File: src/design/prg_pkg.sv
// ----------------------------------------------------------------------------
// Palette ramp generator package
// Shared constants, payload types, controller commands and status, and the
// fixed-point to level conversion.
// ----------------------------------------------------------------------------
package prg_pkg;

  // Palette geometry and number formats.
  localparam int unsigned ENTRIES = 256;
  localparam int unsigned ADDR_W  = $clog2(ENTRIES);
  localparam int unsigned CH_W    = 6;
  localparam int unsigned NUM_CH  = 3;
  localparam int unsigned RGB_W   = NUM_CH * CH_W;
  localparam int unsigned FRAC_W  = 16;
  localparam int unsigned DIVD_W  = CH_W + FRAC_W;
  localparam int unsigned STEP_W  = DIVD_W + 1;
  localparam int unsigned ACC_W   = DIVD_W + 2;
  localparam int unsigned COLS_W  = 9;
  localparam int unsigned DCNT_W  = $clog2(DIVD_W + 1);
  localparam logic [COLS_W-1:0] COLS_RESET = COLS_W'(16);

  typedef enum logic [1:0] {
    OP_WRITE  = 2'd0,
    OP_READ   = 2'd1,
    OP_LINEAR = 2'd2,
    OP_RECT   = 2'd3
  } op_e;

  typedef enum logic [1:0] {
    ST_DONE   = 2'd0,
    ST_SHORT  = 2'd1,
    ST_REJECT = 2'd2
  } status_e;

  // Which pair of entries a ramp segment works on.
  typedef enum logic [1:0] {
    PAIR_LIN   = 2'd0,
    PAIR_LEFT  = 2'd1,
    PAIR_RIGHT = 2'd2,
    PAIR_ROW   = 2'd3
  } pair_e;

  typedef enum logic [1:0] {
    RS_IDX = 2'd0,
    RS_A   = 2'd1,
    RS_B   = 2'd2
  } rsel_e;

  typedef enum logic [1:0] {
    WS_OP    = 2'd0,
    WS_RUN   = 2'd1,
    WS_LEFT  = 2'd2,
    WS_RIGHT = 2'd3
  } wsel_e;

  typedef struct packed {
    logic [1:0]        operation;
    logic [ADDR_W-1:0] first_index;
    logic [ADDR_W-1:0] second_index;
    logic [CH_W-1:0]   red;
    logic [CH_W-1:0]   green;
    logic [CH_W-1:0]   blue;
  } in_item_t;

  typedef struct packed {
    logic [CH_W-1:0] read_red;
    logic [CH_W-1:0] read_green;
    logic [CH_W-1:0] read_blue;
    logic [1:0]      status;
  } out_item_t;

  // Commands from the controller to the datapath.
  typedef struct packed {
    logic    start_idx_div;
    logic    start_fix_div;
    logic    ld_xy;
    logic    chk;
    logic    ld_pair;
    pair_e   ld_src;
    logic    take_step;
    pair_e   dst;
    logic    mem_re;
    rsel_e   rsel;
    logic    cap_a;
    logic    mem_we;
    wsel_e   wsel;
    logic    run_step;
    logic    row_adv;
    logic    res_set;
    logic    res_rd;
    status_e res_code;
  } cmd_t;

  // Status from the datapath to the controller.
  typedef struct packed {
    op_e  op;
    logic div_done;
    logic short_span;
    logic rect_bad;
    logic narrow;
    logic run_last;
    logic rows_done;
  } sts_t;

  // Integer part of a running fixed-point level, clamped to the level range.
  function automatic logic [CH_W-1:0] to_level(input logic signed [ACC_W-1:0] acc);
    logic [CH_W-1:0] lvl;
    if (acc[ACC_W-1]) begin
      lvl = '0;
    end else if (|acc[ACC_W-2:DIVD_W]) begin
      lvl = '1;
    end else begin
      lvl = acc[DIVD_W-1:FRAC_W];
    end
    return lvl;
  endfunction

endpackage

File: src/design/prg_ctrl.sv
// ----------------------------------------------------------------------------
// Palette ramp controller
// State machine that sequences reads, divisions and writes of each operation.
// ----------------------------------------------------------------------------
module prg_ctrl (
  input  logic          clk_i,
  input  logic          rst_ni,
  input  logic          in_valid_i,
  output logic          in_ready_o,
  output logic          out_valid_o,
  input  logic          out_ready_i,
  input  prg_pkg::sts_t sts_i,
  output prg_pkg::cmd_t cmd_o
);

  localparam logic [3:0] S_IDLE  = 4'd0;
  localparam logic [3:0] S_DISP  = 4'd1;
  localparam logic [3:0] S_RDW   = 4'd2;
  localparam logic [3:0] S_IDIV  = 4'd3;
  localparam logic [3:0] S_CHK   = 4'd4;
  localparam logic [3:0] S_CHK2  = 4'd5;
  localparam logic [3:0] S_PRA   = 4'd6;
  localparam logic [3:0] S_PRB   = 4'd7;
  localparam logic [3:0] S_PCAP  = 4'd8;
  localparam logic [3:0] S_PDIV  = 4'd9;
  localparam logic [3:0] S_RUN   = 4'd10;
  localparam logic [3:0] S_ROWL  = 4'd11;
  localparam logic [3:0] S_ROWR  = 4'd12;
  localparam logic [3:0] S_ROWNX = 4'd13;
  localparam logic [3:0] S_RES   = 4'd14;

  logic [3:0]     state_q, state_d;
  prg_pkg::pair_e phase_q, phase_d;

  // Next state and command decode.
  always_comb begin
    state_d     = state_q;
    phase_d     = phase_q;
    cmd_o       = '0;
    in_ready_o  = 1'b0;
    out_valid_o = 1'b0;
    unique case (state_q)
      S_IDLE: begin
        in_ready_o = 1'b1;
        if (in_valid_i) begin
          state_d = S_DISP;
        end
      end
      S_DISP: begin
        unique case (sts_i.op)
          prg_pkg::OP_WRITE: begin
            cmd_o.mem_we   = 1'b1;
            cmd_o.wsel     = prg_pkg::WS_OP;
            cmd_o.res_set  = 1'b1;
            cmd_o.res_code = prg_pkg::ST_DONE;
            state_d        = S_RES;
          end
          prg_pkg::OP_READ: begin
            cmd_o.mem_re = 1'b1;
            cmd_o.rsel   = prg_pkg::RS_IDX;
            state_d      = S_RDW;
          end
          prg_pkg::OP_LINEAR: begin
            if (sts_i.short_span) begin
              cmd_o.res_set  = 1'b1;
              cmd_o.res_code = prg_pkg::ST_SHORT;
              state_d        = S_RES;
            end else begin
              cmd_o.ld_pair = 1'b1;
              cmd_o.ld_src  = prg_pkg::PAIR_LIN;
              phase_d       = prg_pkg::PAIR_LIN;
              state_d       = S_PRA;
            end
          end
          default: begin
            cmd_o.start_idx_div = 1'b1;
            state_d             = S_IDIV;
          end
        endcase
      end
      S_RDW: begin
        cmd_o.res_set  = 1'b1;
        cmd_o.res_rd   = 1'b1;
        cmd_o.res_code = prg_pkg::ST_DONE;
        state_d        = S_RES;
      end
      S_IDIV: begin
        if (sts_i.div_done) begin
          cmd_o.ld_xy = 1'b1;
          state_d     = S_CHK;
        end
      end
      S_CHK: begin
        cmd_o.chk = 1'b1;
        state_d   = S_CHK2;
      end
      S_CHK2: begin
        if (sts_i.rect_bad) begin
          cmd_o.res_set  = 1'b1;
          cmd_o.res_code = prg_pkg::ST_REJECT;
          state_d        = S_RES;
        end else begin
          cmd_o.ld_pair = 1'b1;
          cmd_o.ld_src  = prg_pkg::PAIR_LEFT;
          phase_d       = prg_pkg::PAIR_LEFT;
          state_d       = S_PRA;
        end
      end
      // Read both ends of a segment and divide their difference.
      S_PRA: begin
        cmd_o.mem_re = 1'b1;
        cmd_o.rsel   = prg_pkg::RS_A;
        state_d      = S_PRB;
      end
      S_PRB: begin
        cmd_o.mem_re = 1'b1;
        cmd_o.rsel   = prg_pkg::RS_B;
        cmd_o.cap_a  = 1'b1;
        state_d      = S_PCAP;
      end
      S_PCAP: begin
        cmd_o.start_fix_div = 1'b1;
        state_d             = S_PDIV;
      end
      S_PDIV: begin
        if (sts_i.div_done) begin
          cmd_o.take_step = 1'b1;
          cmd_o.dst       = phase_q;
          unique case (phase_q)
            prg_pkg::PAIR_LEFT: begin
              cmd_o.ld_pair = 1'b1;
              cmd_o.ld_src  = prg_pkg::PAIR_RIGHT;
              phase_d       = prg_pkg::PAIR_RIGHT;
              state_d       = S_PRA;
            end
            prg_pkg::PAIR_RIGHT: begin
              state_d = S_ROWL;
            end
            default: begin
              state_d = S_RUN;
            end
          endcase
        end
      end
      // Write the interior entries of a segment, one per cycle.
      S_RUN: begin
        cmd_o.mem_we   = 1'b1;
        cmd_o.wsel     = prg_pkg::WS_RUN;
        cmd_o.run_step = 1'b1;
        if (sts_i.run_last) begin
          if (phase_q == prg_pkg::PAIR_LIN) begin
            cmd_o.res_set  = 1'b1;
            cmd_o.res_code = prg_pkg::ST_DONE;
            state_d        = S_RES;
          end else begin
            state_d = S_ROWNX;
          end
        end
      end
      S_ROWL: begin
        cmd_o.mem_we = 1'b1;
        cmd_o.wsel   = prg_pkg::WS_LEFT;
        state_d      = S_ROWR;
      end
      S_ROWR: begin
        cmd_o.mem_we = 1'b1;
        cmd_o.wsel   = prg_pkg::WS_RIGHT;
        if (sts_i.narrow) begin
          state_d = S_ROWNX;
        end else begin
          cmd_o.ld_pair = 1'b1;
          cmd_o.ld_src  = prg_pkg::PAIR_ROW;
          phase_d       = prg_pkg::PAIR_ROW;
          state_d       = S_PRA;
        end
      end
      S_ROWNX: begin
        if (sts_i.rows_done) begin
          cmd_o.res_set  = 1'b1;
          cmd_o.res_code = prg_pkg::ST_DONE;
          state_d        = S_RES;
        end else begin
          cmd_o.row_adv = 1'b1;
          state_d       = S_ROWL;
        end
      end
      S_RES: begin
        out_valid_o = 1'b1;
        if (out_ready_i) begin
          state_d = S_IDLE;
        end
      end
      default: begin
        state_d = S_IDLE;
      end
    endcase
  end

  // State registers.
  always_ff @(posedge clk_i or negedge rst_ni) begin
    if (!rst_ni) begin
      state_q <= S_IDLE;
      phase_q <= prg_pkg::PAIR_LIN;
    end else begin
      state_q <= state_d;
      phase_q <= phase_d;
    end
  end

`ifndef SYNTHESIS
  // The palette is never written while waiting for a request.
  a_no_idle_write: assert property (@(posedge clk_i) disable iff (!rst_ni)
    (state_q == S_IDLE) |-> !cmd_o.mem_we)
    else $error("palette written while idle");

  // A division finishes only while the controller waits for it.
  a_div_wait: assert property (@(posedge clk_i) disable iff (!rst_ni)
    sts_i.div_done |-> (state_q == S_IDIV || state_q == S_PDIV))
    else $error("division finished outside a wait state");

  // An accepted request is dispatched in the next cycle.
  a_dispatch: assert property (@(posedge clk_i) disable iff (!rst_ni)
    (in_valid_i && in_ready_o) |=> (state_q == S_DISP))
    else $error("accepted request not dispatched");
`endif

endmodule

File: config.mk
export PLATFORM = sky130hd
export DESIGN_NAME = prg_ctrl
export DESIGN_NICKNAME = d
export VERILOG_FILES = /design/src/design/prg_pkg.sv /design/src/design/prg_ctrl.sv
export SDC_FILE = /design/constraint.sdc
export NUM_CORES = 1
export LEC_CHECK = 0
export BUFFER_PORTS_ARGS = -buffer_cell sky130_fd_sc_hd__buf_4
export CAP_MARGIN = 10
export CORE_MARGIN = 2
export CORE_UTILIZATION = 44
export CTS_BUF_LIST = sky130_fd_sc_hd__clkbuf_4 sky130_fd_sc_hd__clkbuf_8
export CTS_CLUSTER_SIZE = 24
export DETAILED_ROUTE_END_ITERATION = 10
export PLACE_DENSITY = 0.73
export SLEW_MARGIN = 10
export SYNTH_ARGS = -nofsm -noshare
export SYNTH_HDL_FRONTEND = slang
export SYNTH_SLANG_ARGS = --single-unit
File: constraint.sdc
create_clock -name clk_i -period 1.82 [get_ports clk_i]
set_clock_uncertainty 0.1 [all_clocks]
set_input_delay 0.546 -clock clk_i [delete_from_list [all_inputs] [get_ports clk_i]]
set_output_delay 0.546 -clock clk_i [all_outputs]
set_load 0.1 [all_outputs]
==> out/summary.json, run 1 <==
{
  "fraction_of_synthesized_cell_area_taken_by_the_top_area_cell_type_pct": 17.1,
  "yosysSeqAreaShare_pct": 17.1,
  "mappedNetlistNets": 128,
  "haltStage": "clock tree synthesis",
  "num_rows": 16,
  "boundaryPins": 37,
  "syn-instance-count": 116,
  "cts_sinks": 6,
  "synth.area.top_cells": "dfrtp_1 (17%), nor2_1 (7.7%), nor3_1 (5.1%)",
  "finalWeightedCongestion": 0.931,
  "post_synth.cell_area_avg_um2": 7.57,
  "dp_hpwl_um": 3270,
  "post_cts_resize_count": 116,
  "most_instantiated_library_cell_after_synthesis": "nor2_1",
  "initial_core_util_pct": 45.7,
  "synth_enable_flop_cells": 0,
  "synth_warnings": 0,
  "ys_ff_latch": 6,
  "synth_async_sr_flop_share_pct": 100,
  "die_h_um": 48.7,
  "cts.repair_timing.setup_buffer_count": 17,
  "die_width_um": 48.7,
  "yosysUniqueCellTypes": 46,
  "cts-root-buf": "clkbuf_4",
  "htree_levels": 1,
  "synth_area_leader_cell": "dfrtp_1",
  "holdBufCountCts": 1,
  "cts_buffer_depth": 2,
  "dp_cells": 222,
  "netlist_area_um2": 878,
  "cts_inserted_buffers": 3,
  "dominant_register_cell_in_the_synthesized_netlist": "dfrtp_1",
  "outcome": "stopped before the end",
  "numPortBuffers": 36,
  "yosys-top-cells-count": "nor2_1 (18), nor3_1 (9), a21oi_1 (8), o21ai_0 (8), dfrtp_1 (6)",
  "tool.error": "[ERROR DPL-0038] Utilization greater than 100%, impossible to legalize"
}
stage by stage:
step                cell area [um^2]  hold WS, ns  TNS (ns)  util (%)  setup WS, ns
detailed placement              1720        0.258     -6.35      89.3        -0.515
global placement                1720        0.254     -5.50      89.3        -0.481
floorplan                       1110        0.150    -10.81         -        -0.946
kinds of logic after synthesis:
group	count (synthesis)	synth area share, %
AO/OA/AOI/OAI	30	24.8
XOR/XNOR	2	1.99
buffers and inverters	12	8.97
flip-flops	6	17.1
AND/OR/NAND/NOR	66	47.2
==> run 2, diff against run 1 <==
CORE_AREA = 2 2 63 65   (was default)
CORE_MARGIN = default   (was 2)
CORE_UTILIZATION = default   (was 44)
CTS_BUF_LIST = default   (was sky130_fd_sc_hd__clkbuf_4 sky130_fd_sc_hd__clkbuf_8)
CTS_CLUSTER_SIZE = default   (was 24)
DIE_AREA = 0 0 65 67   (was default)
PLACE_DENSITY = default   (was 0.73)
PLACE_DENSITY_LB_ADDON = 0.15   (was default)
clock period = 2.4 ns   (was 1.82 ns; I/O delays follow)
==> run 2 against run 1 <==
Compared with the run above: the flow now finishes, with violations (negative setup slack); synthesized cell count unchanged; area after synthesis unchanged.
==> out/summary.json, run 2 <==
{
  "outcome": "complete, but fails checks",
  "violations": "negative setup slack",
  "final_hold_vios": 0,
  "most_instantiated_library_cell_after_synthesis": "nor2_1",
  "netlist_area_um2": 878,
  "source_to_sink_clock_delay_at_the_later_pin_of_the_worst_skew_pair_ns": 0.22,
  "timing.final.max_slew_violations": 0,
  "cts_sinks": 6,
  "initial_core_util_pct": 24.4,
  "dominant_register_cell_in_the_synthesized_netlist": "dfrtp_1",
  "final-setup-viol-count": 7,
  "largest_register_ffs": 4,
  "numPortBuffers": 36,
  "yosysSeqAreaShare_pct": 17.1,
  "global_route.overflow_total": 0,
  "holdWs_ns": 0.200,
  "period_minus_slack_ns": 2.57,
  "boundaryPins": 37,
  "synth_async_sr_flop_share_pct": 100,
  "worst_path_max_delay_cell": "a221o_4",
  "num_rows": 22,
  "yosys-top-cells-count": "nor2_1 (18), nor3_1 (9), a21oi_1 (8), o21ai_0 (8), dfrtp_1 (6)",
  "synth_enable_flop_cells": 0,
  "holdBufCountCts": 0,
  "maxClockFrequency_mhz": 389,
  "mappedNetlistNets": 128,
  "worstSetupPathType": "in -> out",
  "cts_inserted_buffers": 3,
  "drtPass1Iterations": 4,
  "timing.critical_path.cells": "buf_8, a21oi_4, o31ai_4, and4_4, a221o_4, buf_12",
  "nNetsFinal": 227,
  "first_global_vias": 1217,
  "end_kind": "primary output",
  "antennaDiodeCount": 0,
  "crit_arrival_ns": 1.75,
  "clk_pin_slew_worst_paths_ns": 0.04,
  "ys_ff_latch": 6,
  "drtAntennaViolNets": 0,
  "layout_common_cells": "buf_4 (60), buf_6 (21), buf_12 (18), nor2_4 (9), o21ai_0 (8)",
  "dp_hpwl_um": 2630,
  "timing.max_cap.violations": 0,
  "rsz0062_at_grt": "true",
  "number_of_vias_in_the_routed_layout": 1244,
  "groute.usage.overall_pct": 18.4,
  "routed_wl_um": 4040,
  "die_h_um": 67,
  "htree_levels": 1,
  "critical_path.startpoint_type": "input pin",
  "route.detailed.vias_per_inst": 4.75,
  "antenna_found_initial": 0,
  "hold_path.class": "in -> async",
  "post_synth.cell_area_avg_um2": 7.57,
  "grt_start_max_net_pins": 12,
  "critPathRequiredTime_ns": 1.58,
  "worst_slew_pin_slew_ns": 0.364,
  "fraction_of_the_cycle_the_final_worst_path_needs_pct": 107,
  "slew_headroom_pct": 75.5,
  "post-route-worst-setup-slack_ns": -0.173,
  "yosysUniqueCellTypes": 46,
  "regMostFlops": "state_q",
  "synth_warnings": 0,
  "area_overhead_of_the_layout_relative_to_synthesis_pct": 171,
  "grt_first_pass_wirelength_um": 6150,
  "cts-root-buf": "clkbuf_8",
  "timing.critical_path.fanout_max": 2,
  "finalWeightedCongestion": 0.860,
  "syn-instance-count": 116,
  "fraction_of_synthesized_cell_area_taken_by_the_top_area_cell_type_pct": 17.1,
  "leading_cell_type_in_the_layout_fill_and_taps_excluded": "buf_4",
  "die_area_um2": 4360,
  "drc": 0,
  "synth_area_leader_cell": "dfrtp_1",
  "largestRegisters": "state_q (4), phase_q (2)",
  "routed_wire_length_per_instance_um": 15.4,
  "tritoncts": "yes",
  "standard_cell_core_area_um2": 3610,
  "fraction_of_layout_instances_using_a_drive_strength_above_1_pct": 77.1,
  "initialDrtViolationCount": 36,
  "worst_path_largest_cell_delay_ns": 0.34,
  "cts_buffer_depth": 2,
  "synth.area.top_cells": "dfrtp_1 (17%), nor2_1 (7.7%), nor3_1 (5.1%)",
  "die_width_um": 65
}
run 2: cell type report:
type / count / area [um^2]
sequential: 6 / 155
multi-input combinational: 98 / 1010
tap: 48 / 60.1
inverter: 4 / 20.0
fill: 274 / 1230
clock buffer: 4 / 45.0
timing repair buffer: 102 / 1090
run 2: what timing repair did:
item	CTS	global route
gates resized for setup	73	48
endpoints found under the setup margin	21	24
buffers inserted	10	14
pin swaps	11	10
run 2: path summary, 6_finish.rpt:
kind,from,end,slack (ns),depth (start not counted)
worst max-delay path,sts_i[3],cmd_o[3],-0.17,6
worst min-delay path,rst_ni,state_q[1],0.20,1
worst max register to register,state_q[1],state_q[3],0.45,9
worst min register to register,phase_q[1],phase_q[1],0.59,1
max in group asynchronous,rst_ni,state_q[0],1.87,1
min in group clk_i,phase_q[1],phase_q[1],0.59,1
run 2: metrics by stage:
step	cell area, um^2	cells	setup slack [ns]	util [%]	TNS, ns
floorplan	1060	116	-0.550	-	-2.98
global placement	1640	235	-0.295	45.5	-1.00
detailed placement	1640	235	-0.267	45.5	-0.965
CTS	2070	249	-0.132	57.4	-0.534
global route	2380	262	-0.196	66.0	-1.06
finish	2380	262	-0.173	66.0	-0.553
run 2: critical path: cells and delay by family:
kind	cells	cell delay (ns)
compound gates	3	0.58
simple gates	1	0.18
buf+inv	2	0.27
run 2: metal layers:
layer  vias to the layer above  global-route usage (%)  wire length [um]
met5                         -                       0                 0
met3                         0                    2.70               167
li1                        619                       -                 -
met4                         0                    1.60                 0
met2                        33                    32.6              2140
met1                       592                    24.4              1730
run 2: cells by family after synthesis:
kind of cell	count (synthesis)	synth area share, %
flip-flops	6	17.1
AO/OA/AOI/OAI	30	24.8
XOR/XNOR	2	1.99
AND/OR/NAND/NOR	66	47.2
buffers and inverters	12	8.97
Power of run 2 is left out: the tool's default activity adds up to more than one toggle a clock period on the data nets, which glitch-free logic cannot reach.
==> run 3, diff against run 2 <==
==> constraint.sdc (replaced) <==
create_clock -name clk_i -period 2.4 [get_ports clk_i]
set_clock_uncertainty 0.1 [all_clocks]
set_input_delay 0.12 -clock clk_i [delete_from_list [all_inputs] [get_ports clk_i]]
set_output_delay 0.12 -clock clk_i [all_outputs]
set_load 0.1 [all_outputs]
==> run 3 against run 2 <==
Compared with the run above: the run now ends clean; first-iteration DRC count fell by 25%; global-route usage fell by 3.6 points; worst setup slack improved by 0.34 ns; via count shrank 19%; critical endpoint unchanged; largest cell class is now multi-input gates.
==> out/summary.json, run 3 (same netlist as run 2, synthesis figures left out) <==
{
  "outcome": "finished clean",
  "area_overhead_of_the_layout_relative_to_synthesis_pct": 46.9,
  "fillers": 409,
  "initialDrtViolationCount": 27,
  "min_path_cells": 2,
  "preCtsSetupSlack_ns": 0.391,
  "cts_inserted_buffers": 3,
  "tritoncts": "yes",
  "number_of_vias_in_the_routed_layout": 1011,
  "routed_wire_length_per_instance_um": 15.0,
  "dp_hpwl_um": 2350,
  "boundaryPins": 37,
  "fraction_of_layout_instances_using_a_drive_strength_above_1_pct": 45.4,
  "regToRegStartpoint": "state_q[0]",
  "detailed_place.area_um2": 1240,
  "cts-root-buf": "clkbuf_8",
  "layout_common_cells": "buf_4 (40), nor2_1 (15), o21ai_0 (8), nor3_1 (6), a21oi_1 (6)",
  "hold_path.startpoint": "out_ready_i",
  "final-setup-viol-count": 0,
  "drtAntennaViolNets": 0,
  "source_to_sink_clock_delay_at_the_later_pin_of_the_worst_skew_pair_ns": 0.22,
  "die_width_um": 65,
  "worst_path_max_delay_cell": "dfrtp_1",
  "die_area_um2": 4360,
  "timing.critical_path.cells": "or2_1, and4_1, a221o_2, buf_4",
  "drtPass1Iterations": 5,
  "drc": 0,
  "critPathRequiredTime_ns": 2.18,
  "antenna_found_initial": 0,
  "cts.repair_timing.setup_buffer_count": 0,
  "htree_levels": 1,
  "slew_headroom_pct": 68.2,
  "critical_path.startpoint_type": "register",
  "route.detailed.vias_per_inst": 5.06,
  "largestRegisters": "state_q (4), phase_q (2)",
  "standard_cell_core_area_um2": 3610,
  "timing.max_cap.violations": 0,
  "worst_path_largest_cell_delay_ns": 0.54,
  "post-route-worst-setup-slack_ns": 0.167,
  "crit_arrival_ns": 2.01,
  "worstSetupPathType": "reg -> out",
  "r2r_setup_slack_ns": 0.50,
  "rsz0062_at_grt": "false",
  "finalWeightedCongestion": 0.753,
  "groute.usage.overall_pct": 14.8,
  "timing.critical_path.fanout_max": 14,
  "clk_pin_slew_worst_paths_ns": 0.03,
  "grt_start_max_net_pins": 21,
  "grt_first_pass_wirelength_um": 5020,
  "cts_sinks": 6,
  "timing.final.max_slew_violations": 0,
  "cts_buffer_depth": 2,
  "multiInputGateArea_um2": 712,
  "final_hold_vios": 0,
  "numPortBuffers": 36,
  "worst_hold_path.endpoint": "state_q[2]",
  "largest_register_ffs": 4,
  "ff_latch_area_um2": 151,
  "nNetsFinal": 166,
  "first_global_vias": 983,
  "regMostFlops": "state_q",
  "initial_core_util_pct": 24.4,
  "fraction_of_the_cycle_the_final_worst_path_needs_pct": 93.0,
  "num_rows": 22,
  "routed_wl_um": 2990,
  "global_route.overflow_total": 0,
  "period_minus_slack_ns": 2.23,
  "leading_cell_type_in_the_layout_fill_and_taps_excluded": "buf_4",
  "r2r_cells": 5,
  "die_h_um": 67,
  "worst_slew_pin_slew_ns": 0.477,
  "end_kind": "primary output",
  "r2r-end": "state_q[2]",
  "maxClockFrequency_mhz": 448,
  "antennaDiodeCount": 0,
  "hold_path.class": "in -> reg",
  "postLayoutCellArea_um2": 1290
}
==> run 3: final cells by class <==
cell class                 count  area share [%]
timing repair buffer          41            24.1
clock buffer                   3            3.20
sequential                     6            11.7
inverter                       4            1.16
multi-input combinational     98            55.2
tap                           48            4.66
==> run 3: routing by layer <==
| layer | track usage [%] | share of wire, % | up-vias |
|---|---|---|---|
| met1 | 20.1 | 48 | 476 |
| met4 | 1.60 | 0 | 0 |
| li1 | - | - | 491 |
| met2 | 24.6 | 45 | 44 |
| met5 | 0 | 0 | - |
| met3 | 3.38 | 6.8 | 0 |
==> run 3: what timing repair did <==
item | CTS | global route
gates resized for setup | 0 | 1
hold buffers | 1 | 0
endpoints found under the setup margin | 0 | 1
endpoints found under the hold margin | 6 | 0
==> run 3: stage by stage <==
step	cells	TNS [ns]	hold slack [ns]	utilization (%)
global placement	196	0	-0.171	34.3
floorplan	116	-0.646	-0.276	-
detailed placement	196	0	-0.170	34.3
finish	200	0	0.0357	35.8
CTS	200	0	0.0416	35.7
global route	200	0	0.0398	35.8
==> run 3: critical path: cells and delay by family (launching register included) <==
family / cells / cell delay [ns]
compound gates: 1 / 0.30
buf+inv: 1 / 0.23
flops: 1 / 0.54
simple gates: 2 / 0.71
==> run 3: worst max path at each step <==
stage / to / cells past startpoint / slack [ns] / start
floorplan: in_ready_o / 3 / -0.63 / state_q[1]
global route: cmd_o[18] / 6 / 0.01 / state_q[0]
detailed placement: cmd_o[18] / 4 / 0.39 / state_q[2]
CTS: cmd_o[18] / 4 / 0.16 / state_q[2]
global placement: cmd_o[18] / 4 / 0.42 / state_q[2]
finish: cmd_o[3] / 4 / 0.17 / state_q[1]
Power of run 3 is left out for the same reason.
